[src/rtl/lsr_pkg.sv]
`timescale 1ns / 1ps
// ----------------------------------------------------------------------------
// lsr_pkg: shared types and constants
// Fixed-point constants and the divider request/response structs.
// ----------------------------------------------------------------------------
package lsr_pkg;

    // fraction bits of Q16.16 fixed point
    localparam int QBITS = 16;

    // divider operand width (covers up to |2*dv|*2^16, 33+17 bits)
    localparam int DW = 52;

    // divider request: signed dividend over a positive divisor
    typedef struct packed {
        logic          start;
        logic          neg;     // quotient sign
        logic [DW-1:0] num;     // magnitude of dividend
        logic [DW-1:0] den;     // magnitude of divisor, nonzero
    } div_req_t;

    typedef struct packed {
        logic          done;
        logic [DW-1:0] quo;     // magnitude, truncated
        logic          neg;
    } div_rsp_t;

endpackage

[src/rtl/lsr_divider.sv]
`timescale 1ns / 1ps
// ----------------------------------------------------------------------------
// lsr_divider: shared restoring divider
// One quotient bit per cycle, unsigned magnitudes, sign applied by the user.
// ----------------------------------------------------------------------------
module lsr_divider
(
    input  logic              clk,
    input  logic              rst_n,
    input  lsr_pkg::div_req_t req,
    output lsr_pkg::div_rsp_t rsp
);

    localparam int W  = lsr_pkg::DW;
    localparam int CW = $clog2(W + 1);

    logic [W-1:0]  quo_reg;
    logic [W-1:0]  rem_reg;
    logic [W-1:0]  den_reg;
    logic [CW-1:0] cnt_reg;
    logic          busy_reg;
    logic          done_reg;
    logic          neg_reg;
    logic [W:0]    trial;

    // shift one dividend bit into the partial remainder
    assign trial = {rem_reg, quo_reg[W-1]} - {1'b0, den_reg};

    always_ff @(posedge clk or negedge rst_n)
    begin
        if (!rst_n)
        begin
            busy_reg <= 1'b0;
            done_reg <= 1'b0;
            cnt_reg  <= '0;
        end
        else
        begin
            done_reg <= 1'b0;
            if (req.start)
            begin
                busy_reg <= 1'b1;
                cnt_reg  <= CW'(W);
                quo_reg  <= req.num;
                rem_reg  <= '0;
                den_reg  <= req.den;
                neg_reg  <= req.neg;
            end
            else if (busy_reg)
            begin
                if (!trial[W])
                begin
                    rem_reg <= trial[W-1:0];
                    quo_reg <= {quo_reg[W-2:0], 1'b1};
                end
                else
                begin
                    rem_reg <= {rem_reg[W-2:0], quo_reg[W-1]};
                    quo_reg <= {quo_reg[W-2:0], 1'b0};
                end
                cnt_reg <= cnt_reg - 1'b1;
                if (cnt_reg == CW'(1))
                begin
                    busy_reg <= 1'b0;
                    done_reg <= 1'b1;
                end
            end
        end
    end

    assign rsp.done = done_reg;
    assign rsp.quo  = quo_reg;
    assign rsp.neg  = neg_reg;

endmodule

[src/rtl/limited_slope_reconstruction_core.sv]
`timescale 1ns / 1ps
// ----------------------------------------------------------------------------
// limited_slope_reconstruction_core: MUSCL slopes with minbee limiter
// Three-cell window over a streamed mesh; inner cell slopes from one shared
// divider and one shared multiplier under a small sequencer.
// ----------------------------------------------------------------------------
// channel  dir  handshake          contents
// s_axis   in   tvalid/tready      tdata: cell nodes and means, tlast: last cell
// m_axis   out  tvalid/tready      tdata: means and slopes, tlast: final result
//
// An inner cell runs 2*VARIABLE_COUNT+2 divisions (each issued, loaded, run
// for its 52 quotient bits and marked done) plus 3*VARIABLE_COUNT multiply
// steps; a zero limiter skips the last two divisions and the multiply steps.
// Boundary cells and degenerate spacing skip the divider.
// s_axis_tready is low while a cell is worked on or a result waits; a last
// cell behind held cells sends a second word once the first is taken.
// Reset empties the window; a stalled m_axis holds its word.
// ----------------------------------------------------------------------------
module limited_slope_reconstruction_core
#(
    parameter int VARIABLE_COUNT = 3
)
(
    input  logic                          clk,
    input  logic                          rst_n,
    input  logic                          s_axis_tvalid,
    output logic                          s_axis_tready,
    // left_node, right_node, value_0 .. value_{N-1}
    input  logic [32*(VARIABLE_COUNT+2)-1:0] s_axis_tdata,
    input  logic                          s_axis_tlast,
    output logic                          m_axis_tvalid,
    input  logic                          m_axis_tready,
    // mean_0 .. mean_{N-1}, slope_0 .. slope_{N-1}
    output logic [64*VARIABLE_COUNT-1:0]  m_axis_tdata,
    output logic                          m_axis_tlast
);

    localparam int N  = VARIABLE_COUNT;
    localparam int VW = (N > 1) ? $clog2(N) : 1;
    localparam int W  = lsr_pkg::DW;

    localparam logic [3:0] S_IDLE  = 4'd0;
    localparam logic [3:0] S_GL    = 4'd1;  // divide for gL[j]
    localparam logic [3:0] S_GR    = 4'd2;  // divide for gR[j]
    localparam logic [3:0] S_PHI   = 4'd3;  // limiter divide
    localparam logic [3:0] S_WL    = 4'd4;  // weight divide
    localparam logic [3:0] S_M1    = 4'd5;  // wl*gL
    localparam logic [3:0] S_M2    = 4'd6;  // + wr*gR, >>16
    localparam logic [3:0] S_M3    = 4'd7;  // phi*c, >>16, sat
    localparam logic [3:0] S_OUT1  = 4'd8;  // emit inner or boundary result
    localparam logic [3:0] S_OUT2  = 4'd9;  // emit last-cell result
    localparam logic [3:0] S_WAIT  = 4'd10; // wait for divider

    logic [3:0]  state_reg, ret_reg;
    logic [1:0]  seen_reg;
    logic [31:0] vold_reg [N];
    logic [31:0] vmid_reg [N];
    logic [31:0] vcur_reg [N];
    logic [31:0] nold_reg, nmidl_reg, nmidr_reg, curl_reg, curr_reg;
    logic        last_reg;
    logic [31:0] gl_reg [N];
    logic [31:0] gr_reg [N];
    logic [31:0] sl_reg [N];
    logic [16:0] phi_reg, wl_reg;
    logic [VW-1:0] idx_reg;
    logic signed [80:0] acc_reg;
    logic        ovalid_reg, otlast_reg;
    logic [64*N-1:0] odata_reg;

    lsr_pkg::div_req_t dreq;
    lsr_pkg::div_rsp_t drsp;

    lsr_divider u_div (.clk(clk), .rst_n(rst_n), .req(dreq), .rsp(drsp));

    // spacings
    logic signed [32:0] dl, dr;
    assign dl = $signed({nmidr_reg[31], nmidr_reg}) - $signed({nold_reg[31], nold_reg});
    assign dr = $signed({curr_reg[31], curr_reg}) - $signed({nmidl_reg[31], nmidl_reg});

    // signed divider result with 32-bit saturation
    logic signed [W:0] qs;
    logic [31:0]       qsat;
    assign qs   = drsp.neg ? -$signed({1'b0, drsp.quo}) : $signed({1'b0, drsp.quo});
    assign qsat = (qs > $signed((W+1)'(32'h7FFFFFFF))) ? 32'h7FFFFFFF :
                  (qs < -$signed((W+1)'(33'h080000000))) ? 32'h80000000 : qs[31:0];

    // value difference for gL/gR, times 2^17
    logic signed [32:0] dv;
    logic [W-1:0]       dvmag;
    always_comb
    begin
        if (state_reg == S_GL)
            dv = $signed({vmid_reg[idx_reg][31], vmid_reg[idx_reg]})
               - $signed({vold_reg[idx_reg][31], vold_reg[idx_reg]});
        else
            dv = $signed({vcur_reg[idx_reg][31], vcur_reg[idx_reg]})
               - $signed({vmid_reg[idx_reg][31], vmid_reg[idx_reg]});
    end
    assign dvmag = W'(dv[32] ? -dv : dv) << (lsr_pkg::QBITS + 1);

    // limiter operands from the last variable
    logic [31:0] ga, gb;
    logic        lim_zero;
    assign ga = gl_reg[N-1][31] ? -gl_reg[N-1] : gl_reg[N-1];
    assign gb = gr_reg[N-1][31] ? -gr_reg[N-1] : gr_reg[N-1];
    assign lim_zero = (gl_reg[N-1] == '0) || (gr_reg[N-1] == '0)
                   || (gl_reg[N-1][31] != gr_reg[N-1][31]);

    // shared multiplier: 33x33 signed
    logic signed [32:0] ma, mb;
    logic signed [65:0] prod;
    always_comb
    begin
        case (state_reg)
            S_M1:    begin ma = $signed({16'd0, wl_reg}); mb = $signed({gl_reg[idx_reg][31], gl_reg[idx_reg]}); end
            S_M2:    begin ma = $signed(33'(18'h10000 - {1'b0, wl_reg})); mb = $signed({gr_reg[idx_reg][31], gr_reg[idx_reg]}); end
            default: begin ma = $signed({16'd0, phi_reg}); mb = $signed(acc_reg[32:0]); end
        endcase
    end
    assign prod = ma * mb;

    // truncating >>16 toward zero
    function automatic logic signed [80:0] tdiv16(input logic signed [80:0] x);
        logic signed [80:0] b;
        begin
            b = x + (x[80] ? 81'sd65535 : 81'sd0);
            return b >>> 16;
        end
    endfunction

    logic signed [80:0] msum, mres;
    assign msum = acc_reg + 81'(prod);
    assign mres = tdiv16(81'(prod));

    logic in_fire;
    assign s_axis_tready = (state_reg == S_IDLE) && !ovalid_reg;
    assign in_fire = s_axis_tvalid && s_axis_tready;

    // sequencer
    always_ff @(posedge clk or negedge rst_n)
    begin
        if (!rst_n)
        begin
            state_reg  <= S_IDLE;
            ret_reg    <= S_IDLE;
            seen_reg   <= '0;
            ovalid_reg <= 1'b0;
            otlast_reg <= 1'b0;
            idx_reg    <= '0;
            dreq.start <= 1'b0;
        end
        else
        begin
            dreq.start <= 1'b0;
            if (ovalid_reg && m_axis_tready)
                ovalid_reg <= 1'b0;
            case (state_reg)
                S_IDLE:
                begin
                    if (in_fire)
                    begin
                        curl_reg <= s_axis_tdata[31:0];
                        curr_reg <= s_axis_tdata[63:32];
                        for (int j = 0; j < N; j++)
                        begin
                            vcur_reg[j] <= s_axis_tdata[64+32*j +: 32];
                            sl_reg[j]   <= '0;
                        end
                        last_reg <= s_axis_tlast;
                        idx_reg  <= '0;
                        if (seen_reg == 2'd0)
                            state_reg <= s_axis_tlast ? S_OUT2 : S_OUT1;
                        else if (seen_reg == 2'd1)
                            state_reg <= S_OUT1;
                        else
                            state_reg <= S_GL;
                    end
                end
                S_GL, S_GR:
                begin
                    if (dl <= 0 || dr <= 0)
                        state_reg <= S_OUT1;
                    else
                    begin
                        dreq.start <= 1'b1;
                        dreq.neg   <= dv[32];
                        dreq.num   <= dvmag;
                        dreq.den   <= W'(state_reg == S_GL ? dl : dr);
                        ret_reg    <= state_reg;
                        state_reg  <= S_WAIT;
                    end
                end
                S_WAIT:
                begin
                    if (drsp.done)
                    begin
                        case (ret_reg)
                            S_GL:
                            begin
                                gl_reg[idx_reg] <= qsat;
                                state_reg <= S_GR;
                            end
                            S_GR:
                            begin
                                gr_reg[idx_reg] <= qsat;
                                if (idx_reg == VW'(N - 1))
                                begin
                                    idx_reg   <= '0;
                                    state_reg <= S_PHI;
                                end
                                else
                                begin
                                    idx_reg   <= idx_reg + 1'b1;
                                    state_reg <= S_GL;
                                end
                            end
                            S_PHI:
                            begin
                                phi_reg   <= qsat[16:0];
                                state_reg <= S_WL;
                            end
                            default:
                            begin
                                wl_reg    <= qsat[16:0];
                                state_reg <= S_M1;
                            end
                        endcase
                    end
                end
                S_PHI:
                begin
                    if (lim_zero)
                        state_reg <= S_OUT1;
                    else
                    begin
                        dreq.start <= 1'b1;
                        dreq.neg   <= 1'b0;
                        if (ga <= gb)
                        begin
                            dreq.num <= W'(ga) << lsr_pkg::QBITS;
                            dreq.den <= W'(gb);
                        end
                        else
                        begin
                            dreq.num <= W'(gb) << (lsr_pkg::QBITS + 1);
                            dreq.den <= W'(ga) + W'(gb);
                        end
                        ret_reg   <= S_PHI;
                        state_reg <= S_WAIT;
                    end
                end
                S_WL:
                begin
                    dreq.start <= 1'b1;
                    dreq.neg   <= 1'b0;
                    dreq.num   <= W'(dr) << lsr_pkg::QBITS;
                    dreq.den   <= W'(dl) + W'(dr);
                    ret_reg    <= S_WL;
                    state_reg  <= S_WAIT;
                end
                S_M1:
                begin
                    acc_reg   <= 81'(prod);
                    state_reg <= S_M2;
                end
                S_M2:
                begin
                    acc_reg   <= tdiv16(msum);
                    state_reg <= S_M3;
                end
                S_M3:
                begin
                    if (mres > 81'sd2147483647)
                        sl_reg[idx_reg] <= 32'h7FFFFFFF;
                    else if (mres < -81'sd2147483648)
                        sl_reg[idx_reg] <= 32'h80000000;
                    else
                        sl_reg[idx_reg] <= mres[31:0];
                    if (idx_reg == VW'(N - 1))
                        state_reg <= S_OUT1;
                    else
                    begin
                        idx_reg   <= idx_reg + 1'b1;
                        state_reg <= S_M1;
                    end
                end
                S_OUT1:
                begin
                    if (!ovalid_reg)
                    begin
                        for (int j = 0; j < N; j++)
                        begin
                            odata_reg[32*j +: 32]     <= vmid_reg[j];
                            odata_reg[32*(N+j) +: 32] <= sl_reg[j];
                        end
                        otlast_reg <= 1'b0;
                        ovalid_reg <= (seen_reg != 2'd0);
                        if (last_reg)
                            state_reg <= S_OUT2;
                        else
                        begin
                            for (int j = 0; j < N; j++)
                            begin
                                vold_reg[j] <= vmid_reg[j];
                                vmid_reg[j] <= vcur_reg[j];
                            end
                            nold_reg  <= nmidl_reg;
                            nmidl_reg <= curl_reg;
                            nmidr_reg <= curr_reg;
                            seen_reg  <= (seen_reg == 2'd0) ? 2'd1 : 2'd2;
                            state_reg <= S_IDLE;
                        end
                    end
                end
                S_OUT2:
                begin
                    if (!ovalid_reg)
                    begin
                        for (int j = 0; j < N; j++)
                        begin
                            odata_reg[32*j +: 32]     <= vcur_reg[j];
                            odata_reg[32*(N+j) +: 32] <= '0;
                            vold_reg[j] <= '0;
                            vmid_reg[j] <= '0;
                        end
                        nold_reg   <= '0;
                        nmidl_reg  <= '0;
                        nmidr_reg  <= '0;
                        otlast_reg <= 1'b1;
                        ovalid_reg <= 1'b1;
                        seen_reg   <= '0;
                        state_reg  <= S_IDLE;
                    end
                end
                default: state_reg <= S_IDLE;
            endcase
        end
    end

    assign m_axis_tvalid = ovalid_reg;
    assign m_axis_tdata  = odata_reg;
    assign m_axis_tlast  = otlast_reg;

endmodule

[config.mk]
export PLATFORM = sky130hd
export DESIGN_NAME = limited_slope_reconstruction_core
export DESIGN_NICKNAME = d
export VERILOG_FILES = /design/src/rtl/lsr_pkg.sv /design/src/rtl/lsr_divider.sv /design/src/rtl/limited_slope_reconstruction_core.sv
export SDC_FILE = /design/constraint.sdc
export NUM_CORES = 2
export LEC_CHECK = 0
export BUFFER_PORTS_ARGS = -buffer_cell sky130_fd_sc_hd__buf_4
export CAP_MARGIN = 30
export CORE_MARGIN = 1.5
export CORE_UTILIZATION = 45
export CTS_CLUSTER_DIAMETER = 200
export DETAILED_ROUTE_END_ITERATION = 7
export SYNTH_ARGS = -nofsm -noshare
export SYNTH_HDL_FRONTEND = slang
export SYNTH_SLANG_ARGS = --single-unit
[constraint.sdc]
create_clock -name clk -period 23 [get_ports clk]
set_input_delay 2.3 -clock clk [delete_from_list [all_inputs] [get_ports clk]]
set_output_delay 2.3 -clock clk [all_outputs]
set_load 0.02 [all_outputs]
==> key figures <==
Run status
  – Status: finished clean

Clocking
  – CTS Root Cell: clkbuf_16
  – Setup bufs post-CTS: 0
  – Clk sinks: about 1300
  – Worst-path clk slew: approximately 60 ps
  – Cts hold-fix bufs: 0
  – CTS Buf Count: approximately 150
  – CTS Buffer Depth: 3
  – Cts repair resizes: 0
  – Htree depth: 4
  – Clock latency on the worst-skew pair: slightly above 800 ps
  – TritonCTS clock tree: yes

Floorplan
  – Starting Density: between 40% and 50%
  – Die W: roughly 470 um
  – Die ar.: ~220000 um^2
  – Core area: roughly 220000 um^2
  – Die Ht: 473 um
  – Ports: 360
  – Rows: between 150 and 200

Placed design
  – GP Congestion: a little under 1
  – Port bufs: between 300 and 400
  – HPWL Detailed: around 230 mm

Timing
  – Slew Limit Fails: 0
  – Setup tns final: 0 ps
  – Worst Tran Pin Value: 1240 ps
  – Final Cycle Share: 79.1%
  – Unrepaired setup endpoints after global routing: no
  – Slew headroom: between 10% and 20%
  – Final-report setup violation count: 0
  – Hold Fails Final Rpt: 0
  – Final min period: ~18000 ps
  – Max Clk Rate: ~55 MHz
  – Final clock skew: ~36 ps

Yosys
  – Ranking of synthesized cells by area: edfxtp_1 (37%), fa_1 (14%), ha_1 (7.1%), inv_1 (4.1%), nand2_1 (3.4%)
  – Syn Std Cell Area: around 100000 um^2
  – Largest area contributor in the netlist: edfxtp_1
  – Ys Warns: 0
  – Top_reg_cell synth: edfxtp_1
  – Synth top area share: approximately 37%
  – Cell count after synthesis: just under 10000
  – #FFs+latches synth: 1262
  – Syn avg cell area: 10.2 um^2
  – Post-synthesis sequential area ratio: between 30% and 40%
  – Distinct cells, synth: 102
  – Asr flop ratio synth: about 1.8%
  – EDFF count, synth: between 1000 and 1500
  – Syn Nets: ~11000

Routing
  – Pre-Repair DR Iteration Count: 6
  – Post-DRT Antenna Nets: 0
  – Via density: 5.72
  – Post-Route WL: 298 mm
  – Routed len/inst: around 23 um
  – Initial detailed-routing violation count: approximately 7300
  – DRC Markers: 0
  – Vias after detailed routing: 74800

Setup path
  – Register-to-register setup slack: approximately 4800 ps
  – Slowest CP cell: fa_1
  – Critical path class: reg -> reg
  – Worst EP required: 23530 ps
  – RR Startpoint: wl_reg[2]
  – Startpoint class of the critical path: flop
  – Worst reg2reg endpoint: acc_reg[63]
  – CP Max Fanout: 21
  – Critical Path Max Stage Delay: between 800 and 900 ps
  – Crit end category: flop
  – CP arrival: roughly 19000 ps
  – R2R cell count: 62
  – Most frequent CP cell: inv_1

Worst hold path
  – Hold EP: u_div.den_reg[1]
  – Hold depth: 0
  – HP Class: reg -> reg
  – Worst Min Path Start: dreq[1]

Global route
  – Global-route wire length before repair: approximately 450 mm
  – Overall overflow remaining after global route: 0
  – Gr usage total: approximately a quarter
  – Vias in the first global route: around 74000
  – Largest net degree at the start of global routing: between 150 and 200
  – Antenna violations before repair: 17

Run
  – Max_cap viols: 0

Finish
  – Area of the multi-input gates: 56300 um^2
  – Commonest cells after routing, fill and taps aside: edfxtp_1 (1239), inv_1 (1096), nand2_1 (888)
  – Reg area: about 38000 um^2
  – Layout area overhead: 11.3%
  – Most common cell after layout, fill and taps aside: edfxtp_1
  – Nets: 11400
  – Largest register FFs: ~190
  – Fill cells: roughly 20000
  – Share of layout cells above drive strength 1: roughly a tenth
-- metal layers --
metal / routed length (um) / global-route usage (%) / vias to the layer above
li1: - / - / 34300
met4: 6830 / 6.09 / 10
met2: 130000 / 40.0 / 2951
met1: 137000 / 39.1 / 37100
met3: 24400 / 4.60 / 406
met5: 77 / 0.0433 / -
-- stage by stage --
step | std cells | instance area [um^2] | hold WS (ps) | worst slack [ps] | util, %
6_report | 13100 | 111000 | 416 | 4820 | 50.4
5_1_grt | 13100 | 111000 | 424 | 3540 | 50.4
4_1_cts | 13100 | 111000 | 416 | 4860 | 50.4
3_5_place_dp | 12800 | 106000 | 408 | 4970 | 48.2
3_3_place_gp | 12800 | 106000 | 404 | 4730 | 48.1
2_1_floorplan | 9734 | 99600 | 400 | 6570 | -
-- cell families after synthesis --
kind of cell | after synthesis | synth area share, %
simple gates | 2848 | 13.7
mux | 335 | 3.54
fa+ha+maj | 1285 | 21.6
compound gates | 1989 | 13.1
flops | 1262 | 37.9
buf+inv | 1518 | 5.79
xor+xnor | 497 | 4.37
-- critical path, delay by kind of cell (launching register included) --
kind | cells | cell delay [ps]
DFF | 1 | 450
xor gates and xnor gates | 1 | 410
buffers and inverters | 12 | 1920
AOI/OAI and AO/OA | 25 | 5550
and+or+nand+nor | 13 | 3940
adders and majority gates | 11 | 5630
-- synthesized netlist by cell type (all sizes together), types with 38 or more instances --
| library cell | number |
|---|---|
| a211oi | 78 |
| a21o | 177 |
| a21oi | 483 |
| a221oi | 54 |
| a311oi | 51 |
| a31oi | 54 |
| and2 | 255 |
| and3 | 57 |
| buf | 47 |
| clkbuf | 369 |
| edfxtp | 1239 |
| fa | 718 |
| ha | 567 |
| inv | 1101 |
| mux2 | 136 |
| mux2i | 199 |
| nand2 | 892 |
| nand2b | 104 |
| nand3 | 133 |
| nand4 | 51 |
| nor2 | 768 |
| nor2b | 233 |
| nor3 | 118 |
| nor4 | 39 |
| o211ai | 41 |
| o21a | 97 |
| o21ai | 532 |
| o21bai | 56 |
| o31ai | 64 |
| or3 | 51 |
| or4 | 38 |
| xnor2 | 284 |
| xor2 | 213 |
-- worst max-delay path by stage --
stage / start / slack, ps / depth (start not counted) / to
after floorplan: rst_n / 6570 / 2 / vmid_reg[0][0]
after global routing: wl_reg[2] / 3540 / 65 / acc_reg[62]
final: wl_reg[2] / 4820 / 62 / acc_reg[63]
after CTS: wl_reg[2] / 4860 / 62 / acc_reg[63]
after detailed placement: wl_reg[2] / 4970 / 62 / acc_reg[63]
after global placement: wl_reg[2] / 4730 / 62 / acc_reg[53]
-- cell type report --
| type | instances | area share (%) |
|---|---|---|
| antenna | 3 | 0.00677 |
| clock buffer | 167 | 3.40 |
| clock inverter | 100 | 0.993 |
| inverter | 1102 | 3.73 |
| multi-input combinational | 6954 | 50.8 |
| sequential | 1262 | 34.1 |
| tap | 2958 | 3.34 |
| timing repair buffer | 516 | 3.68 |
Power is left out: the tool's default activity adds up to more than one toggle a clock period on the data nets, which glitch-free logic cannot reach.
